==> config.mk <==
export PLATFORM = sky130hd
export DESIGN_NAME = audio_sample_to_pcm16_converter_unit
export DESIGN_NICKNAME = d
export VERILOG_FILES = /design/src/rtl/asc_pkg.sv /design/src/rtl/asc_front.sv /design/src/rtl/asc_queue.sv /design/src/rtl/asc_back.sv /design/src/rtl/audio_sample_to_pcm16_converter_unit.sv
export SDC_FILE = /design/constraint.sdc
export NUM_CORES = 2
export LEC_CHECK = 0
export ABC_AREA = 1
export BUFFER_PORTS_ARGS = -buffer_cell sky130_fd_sc_hd__buf_4
export CAP_MARGIN = 20
export CORE_MARGIN = 2
export CORE_UTILIZATION = 45
export CTS_BUF_LIST = sky130_fd_sc_hd__clkbuf_8
export DETAILED_ROUTE_END_ITERATION = 6
export HOLD_SLACK_MARGIN = 0.1
export PLACE_DENSITY = 0.71
export RECOVER_POWER = 25
export SLEW_MARGIN = 10
export SYNTH_ARGS = -nofsm -noshare
export SYNTH_HDL_FRONTEND = slang
export SYNTH_SLANG_ARGS = --single-unit
==> constraint.sdc <==
create_clock -name clk -period 6.5 [get_ports clk]
set_clock_uncertainty 0.1 [all_clocks]
set_input_delay 0.975 -clock clk [delete_from_list [all_inputs] [get_ports clk]]
set_output_delay 0.975 -clock clk [all_outputs]
set_load 0.005 [all_outputs]
==> src/rtl/asc_pkg.sv <==
`default_nettype none
package asc_pkg;

	localparam int MAX_CHANNELS_DEF = 16;

	// Register indexes on the configuration port.
	localparam logic [1:0] REG_FORMAT   = 2'd0;
	localparam logic [1:0] REG_BYTES    = 2'd1;
	localparam logic [1:0] REG_CHANNELS = 2'd2;

	// Sample format codes.
	localparam logic [1:0] FMT_PCM   = 2'd0;
	localparam logic [1:0] FMT_FLOAT = 2'd1;
	localparam logic [1:0] FMT_ALAW  = 2'd2;
	localparam logic [1:0] FMT_ULAW  = 2'd3;

	localparam logic [1:0] FORMAT_RESET   = FMT_PCM;
	localparam logic [3:0] BYTES_RESET    = 4'd2;
	localparam logic [4:0] CHANNELS_RESET = 5'd1;

	// Float scaling: the product is cut to an integer with these exponent thresholds.
	localparam logic [10:0] F32_EXP_LIMIT = 11'd150;
	localparam logic [10:0] F64_EXP_LIMIT = 11'd1075;

	typedef enum logic [3:0] {
		K_ERR,
		K_U8,
		K_P16,
		K_P24,
		K_P32,
		K_P64,
		K_F32,
		K_F64,
		K_ALAW,
		K_ULAW
	} kind_t;

	typedef struct packed {
		kind_t       kind;
		logic [63:0] raw;
		logic [3:0]  chan;
		logic        last;
	} entry_t;

	typedef struct packed {
		kind_t       kind;
		logic [3:0]  chan;
		logic        last;
		logic        neg;
		logic        nan;
		logic [10:0] ex;
		logic [15:0] q;
		logic [68:0] w;
	} work_t;

	function automatic logic [15:0] alaw_decode(input logic [7:0] code);
		logic [7:0]  a;
		logic [15:0] t;
		logic [2:0]  seg;
		a   = code ^ 8'h55;
		seg = a[6:4];
		t   = {8'b0, a[3:0], 4'b0};
		if (seg == 3'd0) begin
			t = t + 16'd8;
		end else begin
			t = (t + 16'h0108) << (seg - 3'd1);
		end
		return a[7] ? t : (16'd0 - t);
	endfunction

	function automatic logic [15:0] ulaw_decode(input logic [7:0] code);
		logic [7:0]  u;
		logic [15:0] t;
		u = ~code;
		t = ({9'b0, u[3:0], 3'b0} + 16'h0084) << u[6:4];
		if (code == 8'h7f) begin
			return 16'hffff;
		end
		return u[7] ? (16'h0084 - t) : (t - 16'h0084);
	endfunction

endpackage
`default_nettype wire

==> src/rtl/asc_front.sv <==
`default_nettype none
module asc_front #(
	parameter int MAX_CHANNELS = 16
) (
	input  wire logic              clk,
	input  wire logic              arst_n,
	input  wire logic [1:0]        sample_format,
	input  wire logic [3:0]        bytes_per_sample,
	input  wire logic [4:0]        channel_count,
	input  wire logic              cfg_clear,
	input  wire logic              take,
	input  wire logic [7:0]        data_byte,
	input  wire logic              stream_start,
	output asc_pkg::entry_t        entry,
	output logic                   push
);
	import asc_pkg::*;

	localparam int PW = (MAX_CHANNELS > 1) ? $clog2(MAX_CHANNELS) : 1;

	logic [55:0]   gather_q;
	logic [2:0]    cnt_q;
	logic [PW-1:0] pos_q;

	logic [55:0]   g_base;
	logic [2:0]    c_base;
	logic [8:0]    p_base;
	logic [8:0]    chans;
	logic [3:0]    size;
	logic [63:0]   raw;
	logic          complete;
	logic          last;
	logic          bps_ok;
	logic          pair_ok;
	kind_t         kind;

	always_comb begin
		bps_ok = (bytes_per_sample >= 4'd1) && (bytes_per_sample <= 4'd8);
		size   = bps_ok ? bytes_per_sample : 4'd1;
		if (channel_count == 5'd0) begin
			chans = 9'd1;
		end else if ({4'b0, channel_count} > 9'(MAX_CHANNELS)) begin
			chans = 9'(MAX_CHANNELS);
		end else begin
			chans = {4'b0, channel_count};
		end

		g_base = stream_start ? '0 : gather_q;
		c_base = stream_start ? '0 : cnt_q;
		p_base = stream_start ? '0 : 9'(pos_q);
		if (p_base >= chans) begin
			p_base = '0;
		end

		raw = {8'b0, g_base};
		raw[{c_base, 3'b0} +: 8] = data_byte;
		complete = ({1'b0, c_base} + 4'd1) >= size;
		last     = (p_base + 9'd1) >= chans;

		case (sample_format)
			FMT_PCM:   pair_ok = bytes_per_sample inside {4'd1, 4'd2, 4'd3, 4'd4, 4'd8};
			FMT_FLOAT: pair_ok = bytes_per_sample inside {4'd4, 4'd8};
			default:   pair_ok = (bytes_per_sample == 4'd1);
		endcase

		kind = K_ERR;
		if (bps_ok && pair_ok) begin
			case (sample_format)
				FMT_PCM: begin
					case (bytes_per_sample)
						4'd1:    kind = K_U8;
						4'd2:    kind = K_P16;
						4'd3:    kind = K_P24;
						4'd4:    kind = K_P32;
						default: kind = K_P64;
					endcase
				end
				FMT_FLOAT: kind = (bytes_per_sample == 4'd4) ? K_F32 : K_F64;
				FMT_ALAW:  kind = K_ALAW;
				default:   kind = K_ULAW;
			endcase
		end

		entry.kind = kind;
		entry.raw  = raw;
		entry.chan = p_base[3:0];
		entry.last = last;
		push       = take && complete;
	end

	always_ff @(posedge clk or negedge arst_n) begin
		if (!arst_n) begin
			gather_q <= '0;
			cnt_q    <= '0;
			pos_q    <= '0;
		end else if (cfg_clear) begin
			gather_q <= '0;
			cnt_q    <= '0;
			pos_q    <= '0;
		end else if (take) begin
			if (complete) begin
				gather_q <= '0;
				cnt_q    <= '0;
				pos_q    <= last ? '0 : PW'(p_base + 9'd1);
			end else begin
				gather_q <= raw[55:0];
				cnt_q    <= c_base + 3'd1;
				pos_q    <= PW'(p_base);
			end
		end
	end

endmodule
`default_nettype wire

==> src/rtl/asc_queue.sv <==
`default_nettype none
module asc_queue (
	input  wire logic            clk,
	input  wire logic            arst_n,
	input  wire logic            push,
	input  wire asc_pkg::entry_t wr_entry,
	output logic                 full,
	input  wire logic            pop,
	output logic                 rd_valid,
	output asc_pkg::entry_t      rd_entry
);
	import asc_pkg::*;

	entry_t     mem_q [2];
	logic [1:0] count_q;
	logic       wp_q;
	logic       rp_q;

	assign full     = (count_q == 2'd2);
	assign rd_valid = (count_q != 2'd0);
	assign rd_entry = mem_q[rp_q];

	always_ff @(posedge clk) begin
		if (push) begin
			mem_q[wp_q] <= wr_entry;
		end
	end

	always_ff @(posedge clk or negedge arst_n) begin
		if (!arst_n) begin
			count_q <= '0;
			wp_q    <= 1'b0;
			rp_q    <= 1'b0;
		end else begin
			if (push) begin
				wp_q <= ~wp_q;
			end
			if (pop) begin
				rp_q <= ~rp_q;
			end
			case ({push, pop})
				2'b10:   count_q <= count_q + 2'd1;
				2'b01:   count_q <= count_q - 2'd1;
				default: count_q <= count_q;
			endcase
		end
	end

endmodule
`default_nettype wire

==> src/rtl/asc_back.sv <==
`default_nettype none
module asc_back (
	input  wire logic            clk,
	input  wire logic            arst_n,
	input  wire logic            in_valid,
	input  wire asc_pkg::entry_t head,
	output logic                 pop,
	output logic                 out_valid,
	input  wire logic            out_stall,
	output logic [15:0]          sample,
	output logic [3:0]           channel_index,
	output logic                 frame_end,
	output logic                 format_error
);
	import asc_pkg::*;

	logic  v_s1, v_s2, v_s3;
	work_t w_s1, w_s2;
	work_t n_s1, n_s2;
	logic  adv1, adv2, adv3;

	logic [15:0] res;
	logic [3:0]  chan_s3;
	logic        last_s3;
	logic        err_s3;
	logic [15:0] sample_s3;

	logic [8:0]  d8;
	logic [16:0] dx;
	logic [16:0] v8;
	logic [23:0] m24;
	logic [52:0] m53;
	logic [16:0] q32;
	logic [33:0] prod32;
	logic [15:0] q64;
	logic [65:0] prod64;
	logic        rnd;
	logic [24:0] r24;
	logic [53:0] r53;
	logic [10:0] lim;
	logic [10:0] sh;
	logic [68:0] ip;
	logic        big;

	assign adv3 = !v_s3 || !out_stall;
	assign adv2 = !v_s2 || adv3;
	assign adv1 = !v_s1 || adv2;
	assign pop  = adv1 && in_valid;

	// First stage: magnitudes, mantissa products and the small table formats.
	always_comb begin
		n_s1      = '0;
		n_s1.kind = head.kind;
		n_s1.chan = head.chan;
		n_s1.last = head.last;
		d8  = {1'b0, head.raw[7:0]} - 9'd128;
		dx  = {{8{d8[8]}}, d8};
		v8  = (dx << 8) + (dx << 1);
		m24 = {1'b1, head.raw[22:0]};
		m53 = {1'b1, head.raw[51:0]};
		case (head.kind)
			K_U8:   n_s1.q = (head.raw[7:0] == 8'd0) ? 16'h8000 : v8[15:0];
			K_P16:  n_s1.q = head.raw[15:0];
			K_P24:  n_s1.q = head.raw[23:8];
			K_ALAW: n_s1.q = alaw_decode(head.raw[7:0]);
			K_ULAW: n_s1.q = ulaw_decode(head.raw[7:0]);
			K_P32: begin
				n_s1.neg = head.raw[31];
				n_s1.w   = {37'b0, head.raw[31] ? (~head.raw[31:0] + 32'd1) : head.raw[31:0]};
			end
			K_P64: begin
				n_s1.neg = head.raw[63];
				n_s1.w   = {5'b0, head.raw[63] ? (~head.raw + 64'd1) : head.raw};
			end
			K_F32: begin
				n_s1.neg = head.raw[31];
				n_s1.ex  = {3'b0, head.raw[30:23]};
				n_s1.nan = (&head.raw[30:23]) && (|head.raw[22:0]);
				n_s1.w   = {30'b0, {m24, 15'b0} - {15'b0, m24}};
			end
			K_F64: begin
				n_s1.neg = head.raw[63];
				n_s1.ex  = head.raw[62:52];
				n_s1.nan = (&head.raw[62:52]) && (|head.raw[51:0]);
				n_s1.w   = {1'b0, {m53, 15'b0} - {15'b0, m53}};
			end
			default: n_s1.q = '0;
		endcase
	end

	// Second stage: quotient correction for wide PCM, rounding of the float product
	// back to the source precision.
	always_comb begin
		n_s2   = w_s1;
		q32    = w_s1.w[32:16];
		prod32 = {1'b0, q32, 16'b0} + {16'b0, q32, 1'b0};
		q64    = w_s1.w[63:48];
		prod64 = {2'b0, q64, 48'b0} + {17'b0, q64, 33'b0} + {32'b0, q64, 18'b0}
			+ {47'b0, q64, 3'b0};
		rnd = 1'b0;
		r24 = '0;
		r53 = '0;
		case (w_s1.kind)
			K_P32: begin
				n_s2.q = (prod32 > {1'b0, w_s1.w[32:0]}) ? 16'(q32 - 17'd1) : q32[15:0];
			end
			K_P64: begin
				n_s2.q = (prod64 > {2'b0, w_s1.w[63:0]}) ? (q64 - 16'd1) : q64;
			end
			K_F32: begin
				if (w_s1.w[38]) begin
					rnd    = w_s1.w[14] && ((|w_s1.w[13:0]) || w_s1.w[15]);
					r24    = {1'b0, w_s1.w[38:15]} + {24'b0, rnd};
					n_s2.w = {29'b0, r24, 15'b0};
				end else begin
					rnd    = w_s1.w[13] && ((|w_s1.w[12:0]) || w_s1.w[14]);
					r24    = {1'b0, w_s1.w[37:14]} + {24'b0, rnd};
					n_s2.w = {30'b0, r24, 14'b0};
				end
			end
			K_F64: begin
				if (w_s1.w[67]) begin
					rnd    = w_s1.w[14] && ((|w_s1.w[13:0]) || w_s1.w[15]);
					r53    = {1'b0, w_s1.w[67:15]} + {53'b0, rnd};
					n_s2.w = {r53, 15'b0};
				end else begin
					rnd    = w_s1.w[13] && ((|w_s1.w[12:0]) || w_s1.w[14]);
					r53    = {1'b0, w_s1.w[66:14]} + {53'b0, rnd};
					n_s2.w = {1'b0, r53, 14'b0};
				end
			end
			default: n_s2.q = w_s1.q;
		endcase
	end

	// Third stage: sign, integer cut and saturation.
	always_comb begin
		lim = (w_s2.kind == K_F32) ? F32_EXP_LIMIT : F64_EXP_LIMIT;
		sh  = lim - w_s2.ex;
		ip  = w_s2.w >> sh;
		if (w_s2.neg) begin
			big = (|ip[68:16]) || ip[15];
		end else begin
			big = (|ip[68:16]) || (ip[15:0] >= 16'd32767);
		end
		case (w_s2.kind)
			K_ERR:        res = '0;
			K_P32, K_P64: res = w_s2.neg ? (16'd0 - w_s2.q) : w_s2.q;
			K_F32, K_F64: begin
				if (w_s2.nan || (w_s2.ex == 11'd0)) begin
					res = '0;
				end else if (w_s2.ex >= lim || big) begin
					res = w_s2.neg ? 16'h8000 : 16'h7fff;
				end else begin
					res = w_s2.neg ? (16'd0 - ip[15:0]) : ip[15:0];
				end
			end
			default: res = w_s2.q;
		endcase
	end

	always_ff @(posedge clk or negedge arst_n) begin
		if (!arst_n) begin
			v_s1 <= 1'b0;
			v_s2 <= 1'b0;
			v_s3 <= 1'b0;
		end else begin
			if (adv1) begin
				v_s1 <= in_valid;
			end
			if (adv2) begin
				v_s2 <= v_s1;
			end
			if (adv3) begin
				v_s3 <= v_s2;
			end
		end
	end

	always_ff @(posedge clk) begin
		if (adv1) begin
			w_s1 <= n_s1;
		end
		if (adv2) begin
			w_s2 <= n_s2;
		end
		if (adv3) begin
			sample_s3 <= res;
			chan_s3   <= w_s2.chan;
			last_s3   <= w_s2.last;
			err_s3    <= (w_s2.kind == K_ERR);
		end
	end

	assign out_valid     = v_s3;
	assign sample        = sample_s3;
	assign channel_index = chan_s3;
	assign frame_end     = last_s3;
	assign format_error  = err_s3;

endmodule
`default_nettype wire

==> src/rtl/audio_sample_to_pcm16_converter_unit.sv <==
`default_nettype none
// Converts the bytes of a WAV data chunk, one byte per request, into signed 16-bit
// samples: unsigned 8-bit, 16/24/32/64-bit linear PCM, float32/float64 and G.711
// A-law or mu-law, with the channel index and a frame end mark on each sample. A byte
// is taken every cycle unless in_stall; the byte that completes a sample is written
// into the two-entry queue at once and passes three conversion stages, and one sample
// can leave every cycle unless out_stall. A write to any of the three registers clears
// the partial sample and the channel position, and must only be made while the block
// is idle. Unsupported format and size pairs give a zero sample with format_error set.
module audio_sample_to_pcm16_converter_unit #(
	parameter int MAX_CHANNELS = asc_pkg::MAX_CHANNELS_DEF
) (
	input  wire logic               clk,
	input  wire logic               arst_n,
	input  wire logic               psel,
	input  wire logic               penable,
	input  wire logic               pwrite,
	input  wire logic [3:0]         paddr,
	input  wire logic [31:0]        pwdata,
	output logic [31:0]             prdata,
	output logic                    pready,
	input  wire logic               in_valid,
	output logic                    in_stall,
	input  wire logic [7:0]         data_byte,
	input  wire logic               stream_start,
	output logic                    out_valid,
	input  wire logic               out_stall,
	output logic signed [15:0]      sample,
	output logic [3:0]              channel_index,
	output logic                    frame_end,
	output logic                    format_error
);
	import asc_pkg::*;

	logic [1:0] format_q;
	logic [3:0] bytes_q;
	logic [4:0] channels_q;
	logic       wr_en;
	logic       cfg_clear;
	logic [1:0] reg_idx;

	entry_t     fe_entry;
	entry_t     head;
	logic       push;
	logic       full;
	logic       head_valid;
	logic       pop;
	logic       take;
	logic [15:0] sample_u;

	assign pready    = 1'b1;
	assign reg_idx   = paddr[3:2];
	assign wr_en     = psel && penable && pwrite;
	assign cfg_clear = wr_en && (reg_idx == REG_FORMAT || reg_idx == REG_BYTES
		|| reg_idx == REG_CHANNELS);

	always_ff @(posedge clk or negedge arst_n) begin
		if (!arst_n) begin
			format_q   <= FORMAT_RESET;
			bytes_q    <= BYTES_RESET;
			channels_q <= CHANNELS_RESET;
		end else if (wr_en) begin
			case (reg_idx)
				REG_FORMAT:   format_q   <= pwdata[1:0];
				REG_BYTES:    bytes_q    <= pwdata[3:0];
				REG_CHANNELS: channels_q <= pwdata[4:0];
				default:      format_q   <= format_q;
			endcase
		end
	end

	always_comb begin
		case (reg_idx)
			REG_FORMAT:   prdata = {30'b0, format_q};
			REG_BYTES:    prdata = {28'b0, bytes_q};
			REG_CHANNELS: prdata = {27'b0, channels_q};
			default:      prdata = '0;
		endcase
	end

	// The front side needs a free queue slot for every byte, complete or not.
	assign in_stall = full;
	assign take     = in_valid && !full;

	asc_front #(
		.MAX_CHANNELS(MAX_CHANNELS)
	) u_front (
		.clk             (clk),
		.arst_n          (arst_n),
		.sample_format   (format_q),
		.bytes_per_sample(bytes_q),
		.channel_count   (channels_q),
		.cfg_clear       (cfg_clear),
		.take            (take),
		.data_byte       (data_byte),
		.stream_start    (stream_start),
		.entry           (fe_entry),
		.push            (push)
	);

	asc_queue u_queue (
		.clk     (clk),
		.arst_n  (arst_n),
		.push    (push),
		.wr_entry(fe_entry),
		.full    (full),
		.pop     (pop),
		.rd_valid(head_valid),
		.rd_entry(head)
	);

	asc_back u_back (
		.clk          (clk),
		.arst_n       (arst_n),
		.in_valid     (head_valid),
		.head         (head),
		.pop          (pop),
		.out_valid    (out_valid),
		.out_stall    (out_stall),
		.sample       (sample_u),
		.channel_index(channel_index),
		.frame_end    (frame_end),
		.format_error (format_error)
	);

	assign sample = $signed(sample_u);

endmodule
`default_nettype wire

==> results_dict.tcl <==
set metrics [dict create \
    worst_ep_required_time_ps 6790 \
    post_cts_buffers 0 \
    globalplace.congestion 1.05 \
    drive_gt1_frac 0.0748 \
    hold_viol_final 0 \
    dieHeight_um 294 \
    p_leak_nw 17.5 \
    r2r_cells 32 \
    ys_ff_latch 462 \
    crit_top_cell "nand2_1" \
    io_buffers 51 \
    worst_slew_margin_rel -1.47 \
    antennaDiodeCount 0 \
    synth_top_family_by_area "simple AND/OR/NAND/NOR gates" \
    drc_errors 0 \
    ff2ff_setup_slack_ps 650 \
    fill_cells 8352 \
    antenna_found_initial 0 \
    core_um2 83400 \
    grt_pass1_wl_um 202000 \
    clkTransAtPathRegs_ps 60 \
    fin_nets 5486 \
    htreeDepth 3 \
    postRouteAntennaNets 0 \
    row_count 106 \
    layout_min_cycle_time_ps 5850 \
    violations "capacitance limit, slew limit" \
    reg2reg_from "u_back.q64[3]" \
    first_pass_iters 7 \
    power_density_nw_per_um2 610 \
    hpwl_um 102000 \
    ys_warn_count 0 \
    grt.total_usage 0.302 \
    r2r-end "u_back.w_s2[79]" \
    wl_per_cell_um 20.8 \
    viasPerCell 5.90 \
    wirelength_um 133000 \
    syn_area_um2 37800 \
    die_width_um 294 \
    dieArea_um2 86300 \
    synthToLayoutAreaGrowth_pct 7.66 \
    finalInstanceArea_um2 40700 \
    synth_compound_area_frac 0.145 \
    setup_viol 0 \
    yosysUniqueCellTypes 72 \
    min_path_type "reg2reg" \
    io-pin-count 109 \
    cp_max_fo 9 \
    fin_crit_sh 0.901 \
    fin_tns_setup_ps 0 \
    synthXorXnorAreaFrac 0.0246 \
    worst_ir_drop_vdd_mv 0.385 \
    crit_type "reg2reg" \
    slew_viol_final 227 \
    clockRootBuffer "clkbuf_8" \
    seq_area_frac_synth 0.356 \
    cts_buffer_depth 3 \
    synth_edf_count 381 \
    grt_start_max_net_pins 76 \
    hold_depth 0 \
    min_to "u_back.w_s2[96]" \
    min-delay-start "u_back.n_s2[96]" \
    max_slew.worst_pin.slew_ps 3710 \
    grt-ovfl-total 0 \
    arrival_ps 6140 \
    drtIter0Drc 4276 \
    cts_buffers 75 \
    yosys_most_used_dff "edfxtp_1" \
    critPathSlowestCell "edfxtp_1" \
    maxCapViolations 5 \
    max_freq_mhz 171 \
    initial_core_util 0.453 \
    yosys.area_share.simple 0.323 \
    cts.sinks 462 \
    synth_fa_ha_area_frac 0.0563 \
    rsz0062_at_grt "false" \
    cts_tree "done" \
    synthCells 5264 \
    slowest_delay_ps 620 \
    async_flop_share 0.175 \
    place_area_um2 39200 \
    startpoint_type "flip-flop" \
    crit_path_end_kind "flip-flop" \
    synth_area_per_cell_um2 7.18 \
    synthMuxAreaShare 0.00159 \
    clkLatencyLatePin_ps 670 \
    grt_pass1_vias 34800 \
    vias 37800 \
    status "complete, but fails checks" \
]
==> worst max-delay path: cells and delay by family (launching register included) <==
family / cells / cell delay [ps]
AND/OR/NAND/NOR: 22 / 3270
AO/OA/AOI/OAI: 4 / 960
flip-flops: 1 / 620
buffers and inverters: 5 / 410
adder cells (fa/ha/maj): 1 / 190
==> timing repair <==
action,in CTS,in global routing
gates resized for setup,0,5
endpoints found under the setup margin,0,4
hold buffers,1,0
endpoints found under the hold margin,14,0
==> flip-flops by register name, indices dropped and copies added, names as in the netlist, 2 cells and up <==
name	flops
u_front.cnt_q	3
u_back.n_s2	22
u_back.w_s1	51
u_back.channel_index	4
u_queue.mem_q	146
u_front.pos_q	4
u_front.gather_q	56
u_back.w_s2	107
u_back.q32	17
u_back.sample	16
channels_q	5
format_q	2
u_back.q64	16
u_queue.count_q	2
bytes_q	4
==> cells in the final DEF (no fill, tap or decap), types with 21 or more instances in the layout <==
| cell | Yosys | final |
|---|---|---|
| nor4_1 | 35 | 35 |
| dfrtp_1 | 79 | 78 |
| conb_1 | 2 | 28 |
| nand2_1 | 1045 | 1043 |
| nor2_1 | 519 | 513 |
| xor2_1 | 96 | 94 |
| o21ai_1 | 40 | 44 |
| nor3_1 | 111 | 111 |
| ha_1 | 167 | 166 |
| nand4_1 | 111 | 111 |
| clkbuf_8 | 0 | 82 |
| nand3_1 | 753 | 753 |
| or2_2 | 77 | 77 |
| o21ai_0 | 365 | 361 |
| o211ai_1 | 36 | 36 |
| inv_2 | 24 | 25 |
| edfxtp_1 | 381 | 381 |
| a22o_1 | 55 | 55 |
| o22ai_1 | 47 | 47 |
| a21oi_1 | 254 | 254 |
| clkinv_1 | 10 | 21 |
| buf_4 | 31 | 100 |
| inv_1 | 588 | 609 |
==> layer usage <==
| metal | routed length (µm) | GRT usage | up-vias |
|---|---|---|---|
| li1 | - | - | 18000 |
| met1 | 53500 | 0.395 | 17400 |
| met2 | 60800 | 0.488 | 1900 |
| met3 | 10600 | 0.0329 | 411 |
| met4 | 8540 | 0.174 | 0 |
| met5 | 0 | 0 | - |
==> area by class of cell <==
type	count	area [µm²]	share of cell area
repair buffers	138	1060	0.0261
multi-input cells	3966	21000	0.516
inverters	622	2340	0.0575
flip-flops and latches	462	13500	0.331
clock buffers	82	1130	0.0277
clock inverters	52	352	0.00864
well taps	1080	1350	0.0332
==> power by group <==
part	switching, W	internal [W]	leakage [nW]
logic	0.0119	0.00496	11.8
registers	0.000830	0.00462	4.91
clock network	0.00117	0.00133	0.828
total	0.0139	0.0109	17.5
==> how the worst max path moves through the flow <==
stage | from | end | slack, ps
floorplan | stream_start | u_queue.mem_q[1][0] | 130
global placement | u_back.q64[0] | u_back.w_s2[79] | 710
detailed placement | u_back.q64[0] | u_back.w_s2[79] | 610
CTS | u_back.q64[0] | u_back.w_s2[79] | 580
global route | u_back.q64[0] | u_back.w_s2[79] | 140
finish | u_back.q64[3] | u_back.w_s2[79] | 650
==> synth_stat cells, types with 35 or more instances <==
master	count	area, µm²
nand2_1	1045	3920
nand3_1	753	3770
inv_1	588	2210
nor2_1	519	1950
edfxtp_1	381	11400
o21ai_0	365	1830
a21oi_1	254	1270
ha_1	167	2090
clkbuf_1	136	510
nand4_1	111	694
nor3_1	111	556
xor2_1	96	841
dfrtp_1	79	1980
or2_2	77	482
a22o_1	55	482
o22ai_1	47	294
o21ai_1	40	200
o211ai_1	36	270
nor4_1	35	219
==> logic make-up (layout without fill, tap and decap cells) <==
group	Yosys count	count (layout)
mux	6	6
xor+xnor	106	106
simple gates	2720	2720
buf+inv	862	894
compound gates	937	937
other cells	2	28
fa+ha+maj	169	169
flops	462	462
==> through the flow <==
stage / util / total power (W) / instances / worst slack (ps) / hold WS [ps]
final: 0.488 / 0.0248 / 6402 / 646 / 321
after detailed placement: 0.470 / 0.0219 / 6266 / 610 / 305
after floorplan: - / 0.0169 / 5290 / 130 / 300
after global placement: 0.470 / 0.0217 / 6266 / 706 / 301
after CTS: 0.488 / 0.0244 / 6401 / 579 / 319
after global routing: 0.488 / 0.0267 / 6402 / 138 / 326
Note: power is estimated with default switching activity, not from simulation.
